`config.mk`:
```
export PLATFORM = sky130hd
export DESIGN_NAME = sbsi_fifo
export DESIGN_NICKNAME = d
export VERILOG_FILES = /design/src/sv/sbsi_pkg.sv /design/src/sv/sbsi_fifo.sv
export SDC_FILE = /design/constraint.sdc
export NUM_CORES = 1
export LEC_CHECK = 0
export ABC_AREA = 0
export BUFFER_PORTS_ARGS = -buffer_cell sky130_fd_sc_hd__buf_2
export CAP_MARGIN = 20
export CORE_ASPECT_RATIO = 1.75
export CORE_UTILIZATION = 45
export CTS_BUF_LIST = sky130_fd_sc_hd__clkbuf_4
export DETAILED_ROUTE_END_ITERATION = 10
export GPL_TIMING_DRIVEN = 0
export PLACE_DENSITY_LB_ADDON = 0.12
export SYNTH_ARGS = -nofsm -noshare
export SYNTH_HDL_FRONTEND = slang
export SYNTH_SLANG_ARGS = --single-unit
```
`constraint.sdc`:
```
create_clock -name aclk -period 11.04 [get_ports aclk]
set_clock_uncertainty 0.15 [all_clocks]
set_input_delay 1.104 -clock aclk [delete_from_list [all_inputs] [get_ports aclk]]
set_output_delay 1.104 -clock aclk [all_outputs]
set_load 0.03 [all_outputs]
```
`src/sv/sbsi_pkg.sv`:
```
package sbsi_pkg;

    // Field and datapath widths.
    localparam int COORD_W = 24;
    localparam int FRAC_W  = 16;
    localparam int DIFF_W  = COORD_W + 1;
    localparam int MAG_W   = DIFF_W;
    localparam int Q_W     = FRAC_W + 1;
    localparam int FR_W    = FRAC_W + 3;
    localparam int NUM_FIELDS = 8;
    localparam int S_DATA_W = ((NUM_FIELDS * COORD_W + 7) / 8) * 8;
    localparam int M_DATA_W = 8;

    // Window bounds in the fraction format.  Fractions above one are
    // collapsed to ONE + 1, and negative ones to minus one unit, because the
    // window never leaves [0, 1].
    localparam logic signed [FR_W-1:0] FR_ZERO  = '0;
    localparam logic signed [FR_W-1:0] FR_ONE   = FR_W'(1 << FRAC_W);
    localparam logic signed [FR_W-1:0] FR_OVER  = FR_W'((1 << FRAC_W) + 1);
    localparam logic signed [FR_W-1:0] FR_UNDER = '1;

    // One slab plane of one axis, as a signed quotient to be formed.
    typedef struct packed {
        logic             neg;
        logic [MAG_W-1:0] num_mag;
    } sbsi_plane_t;

    // One axis after classification.
    typedef struct packed {
        logic             par;
        logic             par_in;
        logic [MAG_W-1:0] den_mag;
        sbsi_plane_t      lo;
        sbsi_plane_t      hi;
    } sbsi_axis_t;

    typedef struct packed {
        sbsi_axis_t x;
        sbsi_axis_t y;
    } sbsi_item_t;

endpackage

```
`src/sv/sbsi_fifo.sv`:
```
module sbsi_fifo (
    input  logic                 aclk,
    input  logic                 aresetn,
    input  logic                 push,
    input  sbsi_pkg::sbsi_item_t push_data,
    output logic                 full,
    input  logic                 pop,
    output logic                 not_empty,
    output sbsi_pkg::sbsi_item_t pop_data
);

    sbsi_pkg::sbsi_item_t mem_reg [2];
    logic       wr_ptr_reg;
    logic       wr_ptr_next;
    logic       rd_ptr_reg;
    logic       rd_ptr_next;
    logic [1:0] count_reg;
    logic [1:0] count_next;

    assign full      = (count_reg == 2'd2);
    assign not_empty = (count_reg != 2'd0);
    assign pop_data  = mem_reg[rd_ptr_reg];

    // Pointer and fill count.
    always_comb begin
        wr_ptr_next = wr_ptr_reg ^ push;
        rd_ptr_next = rd_ptr_reg ^ pop;
        count_next  = count_reg + 2'(push) - 2'(pop);
    end

    always_ff @(posedge aclk) begin
        if (!aresetn) begin
            wr_ptr_reg <= 1'b0;
            rd_ptr_reg <= 1'b0;
            count_reg  <= 2'd0;
        end else begin
            wr_ptr_reg <= wr_ptr_next;
            rd_ptr_reg <= rd_ptr_next;
            count_reg  <= count_next;
        end
    end

    // Item storage.
    always_ff @(posedge aclk) begin
        if (push) begin
            mem_reg[wr_ptr_reg] <= push_data;
        end
    end

`ifndef SYNTHESIS
    a_count_range: assert property (@(posedge aclk) disable iff (!aresetn)
        count_reg != 2'd3) else $error("queue count out of range");
    a_no_overflow: assert property (@(posedge aclk) disable iff (!aresetn)
        push |-> (count_reg != 2'd2) || pop) else $error("queue overflow");
    a_no_underflow: assert property (@(posedge aclk) disable iff (!aresetn)
        pop |-> count_reg != 2'd0) else $error("queue underflow");
`endif

endmodule

```
Word-level counts from Yosys, hierarchy flattened --
Memory sizes are Yosys's and may differ from the RTL's. A register that Yosys moved wholly into a read port is not among the register bits. Cells that the tools add are included.
Storage, ports and cells: flip-flop bits (word level) 4, bits in writable memories 316, input port bits 162, word-level logic and storage cells 13, memories 1
Memory list:
- mem_reg | words 2, width 158, read ports 1, clocked after memory_dff 1, wr ports 1, line sbsi_fifo.sv:12 | sbsi_pkg::sbsi_item_t mem_reg [2];
Cells by class: add/subtract/negate cells 2, equality and inequality tests 1, multiplexer cells 3, bitwise operators 2, reduce and logical (&&, ||, !) cells 1
Operators with widths (count):
- $mux 1 | 3
- $add 2x1->2 | 1
- $eq 2x2->1 const B | 1
- $reduce_bool 2->1 | 1
- $sub 2x1->2 | 1
- $xor 1x1->1 | 2

Logic depth before layout (Yosys ltp) --
word-level depth 2, depth in mapped cells 6

Worst setup path after synthesis --
OpenSTA, ideal clock, no wires.
path type input -> register, start point in push, end point mem mem_reg[0][0] in the netlist's numbering (enable), setup time 0.538 ns, arrival 4.784 ns, required time 10.352 ns, setup slack 5.569 ns, stages on the path 1, path buffers 0, cells stage by stage ha_1
On the way: longest elaborated chain between the ends 2
Ends and longest elaborated chain:
- start: declaration | line sbsi_fifo.sv:4 | input logic push,
- $mux 1 | line sbsi_fifo.sv:45 | if (push) begin
- $mux 1 (implied by the code) | line sbsi_fifo.sv:46 | mem_reg[wr_ptr_reg] <= push_data;
- end: declaration | line sbsi_fifo.sv:12
Every way passes these cells.

==> flow_summary.yaml <==
detailed_routing:
  drtIter0Drc: 267
  viasPerCell: 4.81
  routed_wl_mm: 23.4
  drc: 0
  wl_per_cell_um: 17.9
  final_antenna_net_count: 0
  vias: 6288
  first_pass_iters: 4
synthesis:
  synth_cells: 513
  yosysTopAreaCell: "edfxtp_1"
  yosysUniqueCellTypes: 14
  yosysWarnings: 0
  netlist.area_leader.share_pct: 78.6
  syn_nets: 679
  synth_area_leaders: "edfxtp_1 (79%), mux2_4 (13%), mux2_2 (5.3%), buf_6 (1.3%), dfxtp_1 (0.83%)"
  synth_area_per_cell_um2: 23.5
  syn_area_mm2: 0.0121
  ys_seq_area_share_pct: 79.4
  synth-seq-cells: 321
die:
  dieHeight_um: 219
  pin_count: 322
  dieArea_mm2: 0.0275
  fp.coreArea_mm2: 0.0265
  start_util_pct: 45.6
  die_w_um: 126
  rows: 79
finish:
  layout_commonest_cell: "buf_2"
  largest_reg_flops: 316
  syn2layout_area_growth_pct: 26.6
  regArea_mm2: 0.00959
  mostFrequentLayoutCells: "buf_2 (324), edfxtp_1 (316), clkbuf_4 (110)"
  final_area_mm2: 0.0153
  nets: 1082
  fillers: 2104
  layout-drive-gt1-share_pct: 63.9
  multi_input_area_mm2: 0.00231
grt:
  antenna_found_initial: 6
  grt_first_pass_wirelength_mm: 34.5
  gr-total-overflow: 0
  grt_max_degree: 59
  grtUsageTotal_pct: 17.0
  grt_pass1_vias: 6927
power_and_ir_drop:
  p_comb_share_pct: 15.3
  ir_worst_vdd_mv: 0.117
  switching_power_uw: 734
  p_per_area_mw_per_mm2: 189
  pwr-share-seq_pct: 49.9
  p_sw_share_pct: 25.4
  p_total_mw: 2.89
  p_clk_share_pct: 34.8
  p_leak_nw: 6.08
  internal_power_mw: 2.15
timing:
  setup_tns_ns: 0
  slew_headroom_pct: 40.5
  fin_crit_sh_pct: 30.2
  max_freq_mhz: 300
  min_period_ns: 3.33
  max_slew.worst_pin.slew_ns: 0.893
  drv_slew: 0
  rsz0062_at_grt: "false"
  worst_slack_ns: 7.71
  setup_viol: 0
  final_hold_viol_count: 0
clocking:
  post_cts.repair.setup_buffers: 0
  numCtsBuffers: 76
  htreeDepth: 3
  clkSinkCount: 321
  clockBufferDepth: 3
  cts_tree: "built"
  clk_pin_slew_ns: 0.07
  cts.repair.resized: 0
  hold_buffers: 0
  cts-root-buf: "clkbuf_4"
  clkLatencyLatePin_ns: 0.72
setup_path:
  crit_required_ns: 9.79
  worst-r2r-cell-count: 3
  cp_cell_sequence: "buf_6 > buf_8 > buf_6 > mux2_4 > buf_2"
  path_common_cell: "buf_6"
  slowest_stage: "dfxtp_1"
  cp_max_fo: 10
  worstReg2RegStart: "wr_ptr_reg"
  slowest_delay_ns: 0.32
  crit_family: "buffers and inverters"
  end_kind: "primary output"
  path_class: "register to primary output"
  cp_num_buf_inv: 4
  setup.worst_path.start_class: "register"
  worstPathArrival_ns: 2.08
  crit_cells: 5
  r2r_setup_slack_ns: 8.99
  r2r_end: "mem_reg[0][48]"
job:
  maxCapViolations: 0
worst_hold_path:
  holdCritPathClass: "primary input to register"
  hold_path_end: "mem_reg[1][76]"
  hold_path.startpoint: "push_data[76]"
  whs_path_depth: 1
placement:
  place_congestion: 0.705
  dp_slack_ns: 8.10
  io_buffers: 321
  hpwlAfterDp_mm: 16.1
  placed_cell_area_mm2: 0.0142
outcome:
  status: "complete, no violations"
-- cell type report --
cell class	instances	share of cell area, %
diodes	6	0.0982
multi-input cells	171	15.1
repair buffers	325	11.2
flip-flops and latches	321	62.7
clock inverters	28	1.46
plain buffers	18	1.23
inverters	3	0.0737
well taps	324	2.65
clock buffers	110	5.40
-- metrics by stage --
stage | hold WS [ns] | std cells | util (%)
after detailed placement | 0.425 | 1162 | 53.7
after global routing | 0.330 | 1306 | 57.7
after CTS | 0.288 | 1300 | 57.6
after floorplan | 0.371 | 513 | -
final | 0.405 | 1306 | 57.7
after global placement | 0.381 | 1158 | 53.2
-- worst max path at each step --
stage,startpoint,endpoint
floorplan,push,mem_reg[0][0]
global placement,push,mem_reg[0][55]
detailed placement,push,mem_reg[1][52]
CTS,register,pop_data[76]
global route,register,pop_data[76]
finish,register,pop_data[76]
-- metal layers --
| metal | global-route usage, % | up-vias | share of wire (%) |
|---|---|---|---|
| met3 | 6.00 | 47 | 8.0 |
| met2 | 32.6 | 260 | 58 |
| met1 | 14.3 | 3070 | 31 |
| met4 | 11.8 | 0 | 3.6 |
| met5 | 0 | - | 0 |
| li1 | - | 2911 | - |
-- cell families after synthesis --
group | share of synthesized area [%]
flops | 79.4
mux | 17.9
fa+ha+maj | 0.415
xor+xnor | 0.259
buf+inv | 1.65
simple gates | 0.363
-- worst reg2reg max path, cell delays in order (launching register included) --
cell and delay [ns]:
dfxtp_1 0.34, inv_1 0.09, ha_4 0.71, buf_16 0.36
-- Yosys cell counts (all sizes together) --
| master | count |
|---|---|
| inv | 3 |
| nor2b | 3 |
| or2 | 1 |
| and2 | 3 |
| mux2 | 158 |
| ha | 4 |
| dfxtp | 5 |
| xor2 | 1 |
| edfxtp | 316 |
| xnor3 | 1 |
| buf | 18 |
-- power by group through the flow --
stage,clock network (mW),logic [mW],registers (mW)
floorplan,0,0.311,1.47
global placement,0,0.434,1.48
detailed placement,0,0.448,1.47
CTS,1.05,0.449,1.44
global route,1.10,0.466,1.45
finish,1.00,0.442,1.44
(Power assumes the default switching activity.)
