## config.mk

```make
export PLATFORM = sky130hd
export DESIGN_NAME = sbsi_front
export DESIGN_NICKNAME = d
export VERILOG_FILES = /design/src/sv/sbsi_pkg.sv /design/src/sv/sbsi_front.sv
export SDC_FILE = /design/constraint.sdc
export NUM_CORES = 1
export LEC_CHECK = 0
export ABC_CLOCK_PERIOD_IN_PS = 6700
export BUFFER_PORTS_ARGS = -buffer_cell sky130_fd_sc_hd__buf_2
export CAP_MARGIN = 20
export CORE_MARGIN = 5
export CORE_UTILIZATION = 55
export DETAILED_ROUTE_END_ITERATION = 8
export PLACE_DENSITY = 0.87
export SETUP_SLACK_MARGIN = 0.05
export SLEW_MARGIN = 20
export SYNTH_ARGS = -nofsm -noshare
export SYNTH_HDL_FRONTEND = slang
export SYNTH_SLANG_ARGS = --single-unit
```

## constraint.sdc

```tcl
create_clock -name vclk -period 6.7
set_input_delay 1.34 -clock vclk [all_inputs]
set_output_delay 1.34 -clock vclk [all_outputs]
set_load 0.01 [all_outputs]
```

## src/sv/sbsi_pkg.sv

```systemverilog
package sbsi_pkg;

    // Field and datapath widths.
    localparam int COORD_W = 24;
    localparam int FRAC_W  = 16;
    localparam int DIFF_W  = COORD_W + 1;
    localparam int MAG_W   = DIFF_W;
    localparam int Q_W     = FRAC_W + 1;
    localparam int FR_W    = FRAC_W + 3;
    localparam int NUM_FIELDS = 8;
    localparam int S_DATA_W = ((NUM_FIELDS * COORD_W + 7) / 8) * 8;
    localparam int M_DATA_W = 8;

    // Window bounds in the fraction format.  Fractions above one are
    // collapsed to ONE + 1, and negative ones to minus one unit, because the
    // window never leaves [0, 1].
    localparam logic signed [FR_W-1:0] FR_ZERO  = '0;
    localparam logic signed [FR_W-1:0] FR_ONE   = FR_W'(1 << FRAC_W);
    localparam logic signed [FR_W-1:0] FR_OVER  = FR_W'((1 << FRAC_W) + 1);
    localparam logic signed [FR_W-1:0] FR_UNDER = '1;

    // One slab plane of one axis, as a signed quotient to be formed.
    typedef struct packed {
        logic             neg;
        logic [MAG_W-1:0] num_mag;
    } sbsi_plane_t;

    // One axis after classification.
    typedef struct packed {
        logic             par;
        logic             par_in;
        logic [MAG_W-1:0] den_mag;
        sbsi_plane_t      lo;
        sbsi_plane_t      hi;
    } sbsi_axis_t;

    typedef struct packed {
        sbsi_axis_t x;
        sbsi_axis_t y;
    } sbsi_item_t;

endpackage

```

## src/sv/sbsi_front.sv

```systemverilog
module sbsi_front (
    input  logic [sbsi_pkg::COORD_W-1:0] start_x,
    input  logic [sbsi_pkg::COORD_W-1:0] start_y,
    input  logic [sbsi_pkg::COORD_W-1:0] end_x,
    input  logic [sbsi_pkg::COORD_W-1:0] end_y,
    input  logic [sbsi_pkg::COORD_W-1:0] box_x_min,
    input  logic [sbsi_pkg::COORD_W-1:0] box_x_max,
    input  logic [sbsi_pkg::COORD_W-1:0] box_y_min,
    input  logic [sbsi_pkg::COORD_W-1:0] box_y_max,
    output sbsi_pkg::sbsi_item_t         item
);

    function automatic logic signed [sbsi_pkg::DIFF_W-1:0] diff(
        input logic [sbsi_pkg::COORD_W-1:0] a,
        input logic [sbsi_pkg::COORD_W-1:0] b
    );
        logic signed [sbsi_pkg::DIFF_W-1:0] ea;
        logic signed [sbsi_pkg::DIFF_W-1:0] eb;
        ea = {a[sbsi_pkg::COORD_W-1], a};
        eb = {b[sbsi_pkg::COORD_W-1], b};
        return ea - eb;
    endfunction

    function automatic logic [sbsi_pkg::MAG_W-1:0] mag(
        input logic signed [sbsi_pkg::DIFF_W-1:0] v
    );
        return v[sbsi_pkg::DIFF_W-1] ? sbsi_pkg::MAG_W'(-v) : sbsi_pkg::MAG_W'(v);
    endfunction

    // Classify one axis: differences, magnitudes, quotient signs and the
    // parallel test (start between the bounds, in either order).
    function automatic sbsi_pkg::sbsi_axis_t classify(
        input logic [sbsi_pkg::COORD_W-1:0] s,
        input logic [sbsi_pkg::COORD_W-1:0] e,
        input logic [sbsi_pkg::COORD_W-1:0] bmin,
        input logic [sbsi_pkg::COORD_W-1:0] bmax
    );
        sbsi_pkg::sbsi_axis_t r;
        logic signed [sbsi_pkg::DIFF_W-1:0] d;
        logic signed [sbsi_pkg::DIFF_W-1:0] nlo;
        logic signed [sbsi_pkg::DIFF_W-1:0] nhi;
        d   = diff(e, s);
        nlo = diff(bmin, s);
        nhi = diff(bmax, s);
        r.par        = (d == '0);
        r.par_in     = ((nlo <= 0) && (nhi >= 0)) || ((nhi <= 0) && (nlo >= 0));
        r.den_mag    = mag(d);
        r.lo.num_mag = mag(nlo);
        r.lo.neg     = nlo[sbsi_pkg::DIFF_W-1] ^ d[sbsi_pkg::DIFF_W-1];
        r.hi.num_mag = mag(nhi);
        r.hi.neg     = nhi[sbsi_pkg::DIFF_W-1] ^ d[sbsi_pkg::DIFF_W-1];
        return r;
    endfunction

    assign item.x = classify(start_x, end_x, box_x_min, box_x_max);
    assign item.y = classify(start_y, end_y, box_y_min, box_y_max);

endmodule

```

## After elaboration in Yosys (flattened, before gate mapping)

Index checks and enable logic that the tools add are counted.

| word-level totals | value |
|---|---|
| flip-flop bits (word level) | 0 |
| bits of input ports | 192 |
| logic and storage cells | 38 |

| operators by class | value |
|---|---|
| add/sub/neg operators | 12 |
| order comparisons | 8 |
| muxes and demuxes | 6 |
| bitwise operators | 4 |
| reduce and logical (&&, ||, !) cells | 8 |

Operators with widths:

| kind | number |
|---|---|
| $mux 25 | 6 |
| $neg 25->25 | 6 |
| $sub 24x24->25 | 6 |
| $ge 25x1->1 const B | 4 |
| $le 25x1->1 const B | 4 |
| $logic_not 25->1 | 2 |
| $logic_and 1x1->1 | 4 |
| $xor 1x1->1 | 4 |
| $logic_or 1x1->1 | 2 |

## Longest topological paths before layout

Gate-level depths: netlist (run 1).

| depth | value |
|---|---|
| depth in word-level cells | 4 |
| mapped depth | 15 |
| gate-level depth less buffers | 14 |

## Worst setup path before layout (run 1)

OpenSTA, ideal clock, no wires.

| path | value |
|---|---|
| path kind | in2out |
| from | input end_x[0] (netlist name) |
| to | output item[150] (netlist name) |
| arrival time | 4.437 ns |
| data required time | 5.360 ns |
| slack | 0.923 ns |
| stages on the path | 14 |
| cells stage by stage | inv_1 -> ha_1 -> inv_1 -> fa_1 -> a21o_1 -> a221oi_4 -> o21bai_1 -> o31a_1 -> xor2_1 -> a2111o_1 -> or3_4 -> or3b_4 -> o21ai_2 -> xnor2_1 |

RTL lines:

| what | line | text |
|---|---|---|
| start: declaration | sbsi_front.sv:4 | `input logic [sbsi_pkg::COORD_W-1:0] end_x,` |
| end: declaration | sbsi_front.sv:10 | `output sbsi_pkg::sbsi_item_t item` |

==> qor.txt, run 1 <==
Register area share after synthesis: 0
Worst Tran Pin Value: 0.802 ns
DRC: 0
Post-layout min period: 6.38 ns
DRT Pass-1 Iters: 5
Core box area: 20200 sq um
Global route total overflow: 0
Initial antenna violation count: 8
CP arrival: 5.04 ns
Fraction of layout instances using a drive strength above 1: 0.207
Setup WS pre-CTS: 0.390 ns
Ports: 350
Clock buf count: 0
Final ANT Viol Nets: 0
Max frequency: 0.157 GHz
Syn Area/Cell: 6.71 sq um
Top cells by area, synth: ha_1 (17%), xnor2_1 (10%), xor2_1 (8.0%), a21oi_1 (6.7%), nor2_1 (5.5%)
Largest family of logic cells by synthesized area: compound AO/OA/AOI/OAI gates
Synth-to-Final Area Change: 17.9%
Row cnt: 52
RD Place Congestion: 0.990
Hold slack: 3.15 ns
XOR/XNOR Fraction of Synth Area: 0.180
Startpoint types: input pin
DR iter-0 viols: 1054
Delay-heaviest family, CP: compound AO/OA/AOI/OAI gates
Final-stage net count: 2347
Crit path max fanout: 15
Crit path cell chain: buf_2 -> inv_1 -> fa_1 -> a21o_1 -> a221oi_4 -> o21ai_0 -> o2111a_1 -> o211ai_1 -> a21boi_0 -> o21ai_0 -> a21o_1 -> o21ai_0 -> xnor2_1 -> buf_2
Mux contribution to synthesized area: 0.0118
Worst Path Buf+Inv: 3
Max incr delay on CP: 0.53 ns
Initial Util: 0.559
Port bufs: 350
Simple-gate share of the synthesized area: 0.265
Vias in the first global route: 12855
Die area: 23500 sq um
Crit Path Class: input pin to primary output
Routed wire per std cell: 17.7 um
Power Dens Cells: 152 nW/um^2
Synth Area in Compound Gates: 0.311
HP Class: input pin to primary output
Adder-cell share of the synthesized area: 0.176
Most used cells in the layout excluding fill and tap cells: buf_2 (350), nor2_1 (165), a21oi_1 (151)
Final Hold Viols: 0
Yosys cell types: 88
Fin. max-slew vios: 0
First-pass GRT wire length: 62900 um
Setup WS post-layout: 0.317 ns
Hpwl dp: 34500 um
Peak supply drop: 0.105 mV
CP Data Required Time: 5.36 ns
Final setup violation count: 0
Crit path top cell by count: o21ai_0
Top cell type's share of synthesized area: 0.166
Vias/cell: 6.18
Chip Width: 153 um
Max-cap violations: 0
Area of the multi-input gates: 10700 sq um
Die Ht: 153 um
Post-route setup TNS: 0 ns
Post-Syn Area: 11300 sq um
Worst path slowest cell: a21o_1
FF/Latch Area: 0 sq um
Gr usage total: 0.311
Cell accounting for the most synthesized area: ha_1
Pin count of the biggest net entering global routing: 28
Most common cell after layout, fill and taps aside: buf_2
# fillers: 1856
Run status: completed
Mapped Cells: 1686
Fin crit share: 0.953
Crit. End Element: primary output
RSZ-0062 raised after global routing: false
Max_slew headroom: 0.465
Via count: 14065
Synthesis warning total: 0
Mapped Nets: 2034
Routed WL: 40300 um
Leakage: 6.36 nW
Sequential cell count: 0
## per-layer routing
metal | share of wire | GRT usage | wire length (um) | up-vias
li1 | - | - | - | 6825
met1 | 0.44 | 0.424 | 17600 | 6473
met2 | 0.45 | 0.513 | 18000 | 661
met3 | 0.082 | 0.0368 | 3320 | 104
met4 | 0.035 | 0.0976 | 1390 | 2
met5 | 0.00032 | 0 | 13 | -
## synthesized netlist by cell type, types with 6 or more instances
cell type    n
fa_1         6
clkbuf_1    45
inv_1      108
a21oi_1    151
xor2_1     103
a211oi_1    23
nand3_1     46
o211a_1      7
o2111ai_1    7
mux2i_1     10
nand2b_1    24
o21ai_0    104
and2_1      20
buf_2        8
and4_1       6
and3_1      24
or3_1       12
o31ai_1     16
nand3b_1    13
o211ai_1    18
a211o_1     10
nor3_1      52
nor2b_1     27
nor4b_1      6
xnor2_1    129
ha_1       150
or2_2       12
a31oi_1     30
nand2_1    120
a21boi_0     9
a41oi_1      6
nor2_1     165
a311oi_1     8
o21bai_1     8
o31a_1       7
o21a_1      26
a31o_2       8
a21o_1      32
nor4_1      13
nor3b_1      9
nand4_1     15
## worst paths after layout
| kind | slack, ns | cells after the start | start | endpoint |
|---|---|---|---|---|
| worst max-delay path | 0.32 | 14 | start_x[1] | item[135] |
| worst min-delay path | 3.15 | 4 | start_x[0] | item[131] |
## timing repair
item	CTS	global route
endpoints found under the setup margin	0	1
hold buffers	0	0
setup buffers	0	0
gates resized for setup	0	1
## layout make-up
cell class,count,area share
diodes,8,0.00150
inverters,108,0.0304
multi-input cells,1523,0.802
well taps,270,0.0253
repair buffers,366,0.140
## stage by stage
| step | util | instance area, sq um | instances | total power [W] |
|---|---|---|---|---|
| after global placement | 0.658 | 13300 | 2267 | 0.00196 |
| after detailed placement | 0.658 | 13300 | 2267 | 0.00199 |
| final | 0.659 | 13300 | 2275 | 0.00203 |
| after global routing | 0.659 | 13300 | 2274 | 0.00220 |
| after CTS | 0.658 | 13300 | 2267 | 0.00200 |
| after floorplan | - | 11300 | 1686 | 0.00134 |
## report_power, final
group	internal (W)	total (W)	switching (W)
clock	0.000000000160	0.000000000160	0
sequential	0	0	0
combinational	0.000831	0.00203	0.00120
total	0.000831	0.00203	0.00120
## cells by family (layout without fill, tap and decap cells)
kind of cell | count (synthesis) | count (layout)
adders and majority gates | 156 | 156
other | 0 | 8
muxes | 13 | 13
buffers and inverters | 163 | 474
xor gates and xnor gates | 232 | 232
and+or+nand+nor | 590 | 590
AOI/OAI and AO/OA | 532 | 532
(Power assumes the default switching activity.)
==> run 2: changes to the inputs <==
--- a/config.mk
+++ b/config.mk
@@ -9,9 +9,9 @@
 export BUFFER_PORTS_ARGS = -buffer_cell sky130_fd_sc_hd__buf_2
 export CAP_MARGIN = 20
 export CORE_MARGIN = 5
-export CORE_UTILIZATION = 55
+export CORE_UTILIZATION = 35
 export DETAILED_ROUTE_END_ITERATION = 8
-export PLACE_DENSITY = 0.87
+export PLACE_DENSITY = 0.6
 export SETUP_SLACK_MARGIN = 0.05
 export SLEW_MARGIN = 20
 export SYNTH_ARGS = -nofsm -noshare
==> run 2 against run 1 <==
Cell count rose by 6.2%. Design area rose by 1.7%. Worst setup slack improved by 0.072 ns. Utilization fell by 23 points. Maximum frequency rose by 1.1%. Wire length rose by 5.2%. Total power rose by 0.51%. Hold slack got worse by 0.0098 ns. Via count fell by 4.7%. First-iteration DRC count fell by 22%. Die area rose by 53%. Critical path type unchanged.
==> qor.txt, run 2 (synthesized netlist as in run 1, its figures left out) <==
CP arrival: 4.97 ns (was 5.04 ns)
Max incr delay on CP: 0.54 ns (was 0.53 ns)
CP Data Required Time: 5.36 ns (about the same)
Crit Path Class: input pin to primary output (unchanged)
Startpoint types: input pin (unchanged)
Setup bufs post-CTS: 0 (unchanged)
Ports: 350 (unchanged)
DRT Pass-1 Iters: 5 (unchanged)
RSZ-0062 raised after global routing: false (unchanged)
RD Place Congestion: 0.912 (was 0.990)
Chip Width: 190 um (was 153 um)
DRC: 0 (unchanged)
Initial Util: 0.357 (was 0.559)
Fin. max-slew vios: 0 (unchanged)
Final Hold Viols: 0 (unchanged)
Core box area: 31700 sq um (was 20200 sq um)
Max_slew headroom: 0.373 (was 0.465)
Port bufs: 350 (unchanged)
Global route total overflow: 0 (unchanged)
Final-stage net count: 2351 (was 2347)
DR iter-0 viols: 822 (was 1054)
Post-route setup TNS: 0 ns (unchanged)
FF/Latch Area: 0 sq um (unchanged)
Routed wire per std cell: 17.6 um (was 17.7 um)
Pin count of the biggest net entering global routing: 28 (unchanged)
Final ANT Viol Nets: 0 (unchanged)
Routed WL: 42400 um (was 40300 um)
Initial antenna violation count: 11 (was 8)
Hold slack: 3.14 ns (was 3.15 ns)
Vias/cell: 5.55 (was 6.18)
Hold EP: item[131] (unchanged)
Power Dens Cells: 150 nW/um^2 (was 152 nW/um^2)
Hold path depth: 4 (unchanged)
Die area: 36000 sq um (was 23500 sq um)
Die Ht: 190 um (was 153 um)
Most used cells in the layout excluding fill and tap cells: buf_2 (350), nor2_1 (165), a21oi_1 (150), ha_1 (150), xnor2_1 (129) (was buf_2 (350), nor2_1 (165), a21oi_1 (151))
Total Power: 0.00204 W (was 0.00203 W)
Post-layout min period: 6.31 ns (was 6.38 ns)
Max-cap violations: 0 (unchanged)
Sequential cell count: 0 (unchanged)
Min-Delay Startpoint: start_x[0] (unchanged)
Worst path slowest cell: a32o_1 (was a21o_1)
Crit path cell chain: buf_2 -> inv_1 -> ha_1 -> fa_1 -> nor2b_1 -> o31a_1 -> o22ai_1 -> o21ai_0 -> a41oi_1 -> nor2_1 -> o211ai_1 -> a32o_1 -> buf_4 -> o21ai_0 -> xnor2_1 -> buf_2 (was buf_2 -> inv_1 -> fa_1 -> a21o_1 -> a221oi_4 -> o21ai_0 -> o2111a_1 -> o211ai_1 -> a21boi_0 -> o21ai_0 -> a21o_1 -> o21ai_0 -> xnor2_1 -> buf_2)
Run status: completed (unchanged)
Synth-to-Final Area Change: 19.9% (was 17.9%)
Peak supply drop: 0.118 mV (was 0.105 mV)
Fin crit share: 0.942 (was 0.953)
Via count: 13406 (was 14065)
Row cnt: 65 (was 52)
Crit. End Element: primary output (unchanged)
Gr usage total: 0.217 (was 0.311)
Clock buf count: 0 (unchanged)
HP Class: input pin to primary output (unchanged)
Fraction of layout instances using a drive strength above 1: 0.211 (was 0.207)
Leakage: 6.38 nW (was 6.36 nW)
First-pass GRT wire length: 65300 um (was 62900 um)
Crit path max fanout: 10 (was 15)
Most common cell after layout, fill and taps aside: buf_2 (unchanged)
Hpwl dp: 37200 um (was 34500 um)
Max frequency: 0.158 GHz (was 0.157 GHz)
Vias in the first global route: 12364 (was 12855)
Final setup violation count: 0 (unchanged)
Worst Tran Pin Value: 0.940 ns (was 0.802 ns)
==> run 2: metal layers <==
layer / routed length (um) / global-route usage
met5: 7 / 0
met4: 667 / 0.0390
met3: 2290 / 0.0200
met2: 19100 / 0.356
met1: 20400 / 0.314
==> run 2: worst max-delay path, delay by kind of cell <==
| family | cells | cell delay (ns) |
|---|---|---|
| compound gates | 7 | 2.17 |
| buf+inv | 4 | 0.58 |
| fa+ha+maj | 2 | 0.48 |
| xor+xnor | 1 | 0.23 |
| simple gates | 2 | 0.16 |
==> run 2: final cells by class <==
class                      count  area, sq um
fill                        3412        18100
inverter                     108          405
multi-input combinational   1523        10700
tap                          402          503
timing repair buffer         370         1900
antenna                       12         30.0
==> run 2: worst max path at each step <==
| stage | slack (ns) | end | startpoint | cells after the start |
|---|---|---|---|---|
| 2_1_floorplan | 0.92 | item[150] | end_x[0] | 14 |
| 3_3_place_gp | 0.36 | item[99] | box_x_max[0] | 16 |
| 3_5_place_dp | 0.38 | item[100] | start_x[1] | 14 |
| 4_1_cts | 0.35 | item[73] | start_y[0] | 15 |
| 5_1_grt | 0.08 | item[77] | start_y[1] | 14 |
| 6_report | 0.39 | item[102] | box_x_max[0] | 16 |
==> run 2: where the power goes <==
part	internal, W	switching (W)	total [W]
Clock	0.000000000241	0	0.000000000241
Combinational	0.000834	0.00120	0.00204
Sequential	0	0	0
Total	0.000834	0.00120	0.00204
==> run 2: metrics by stage <==
step                      cell area, sq um  std cells  utilization  worst slack (ns)
after floorplan                      11300       1686            -             0.923
after global placement               13500       2403        0.426             0.363
after detailed placement             13500       2403        0.426             0.378
after CTS                            13500       2403        0.426             0.352
after global routing                 13600       2412        0.428            0.0846
final                                13600       2415        0.428             0.389
==> run 2: repair_timing <==
item	CTS	global route
endpoints found under the setup margin	0	6
hold buffers	0	0
gates resized for setup	0	5
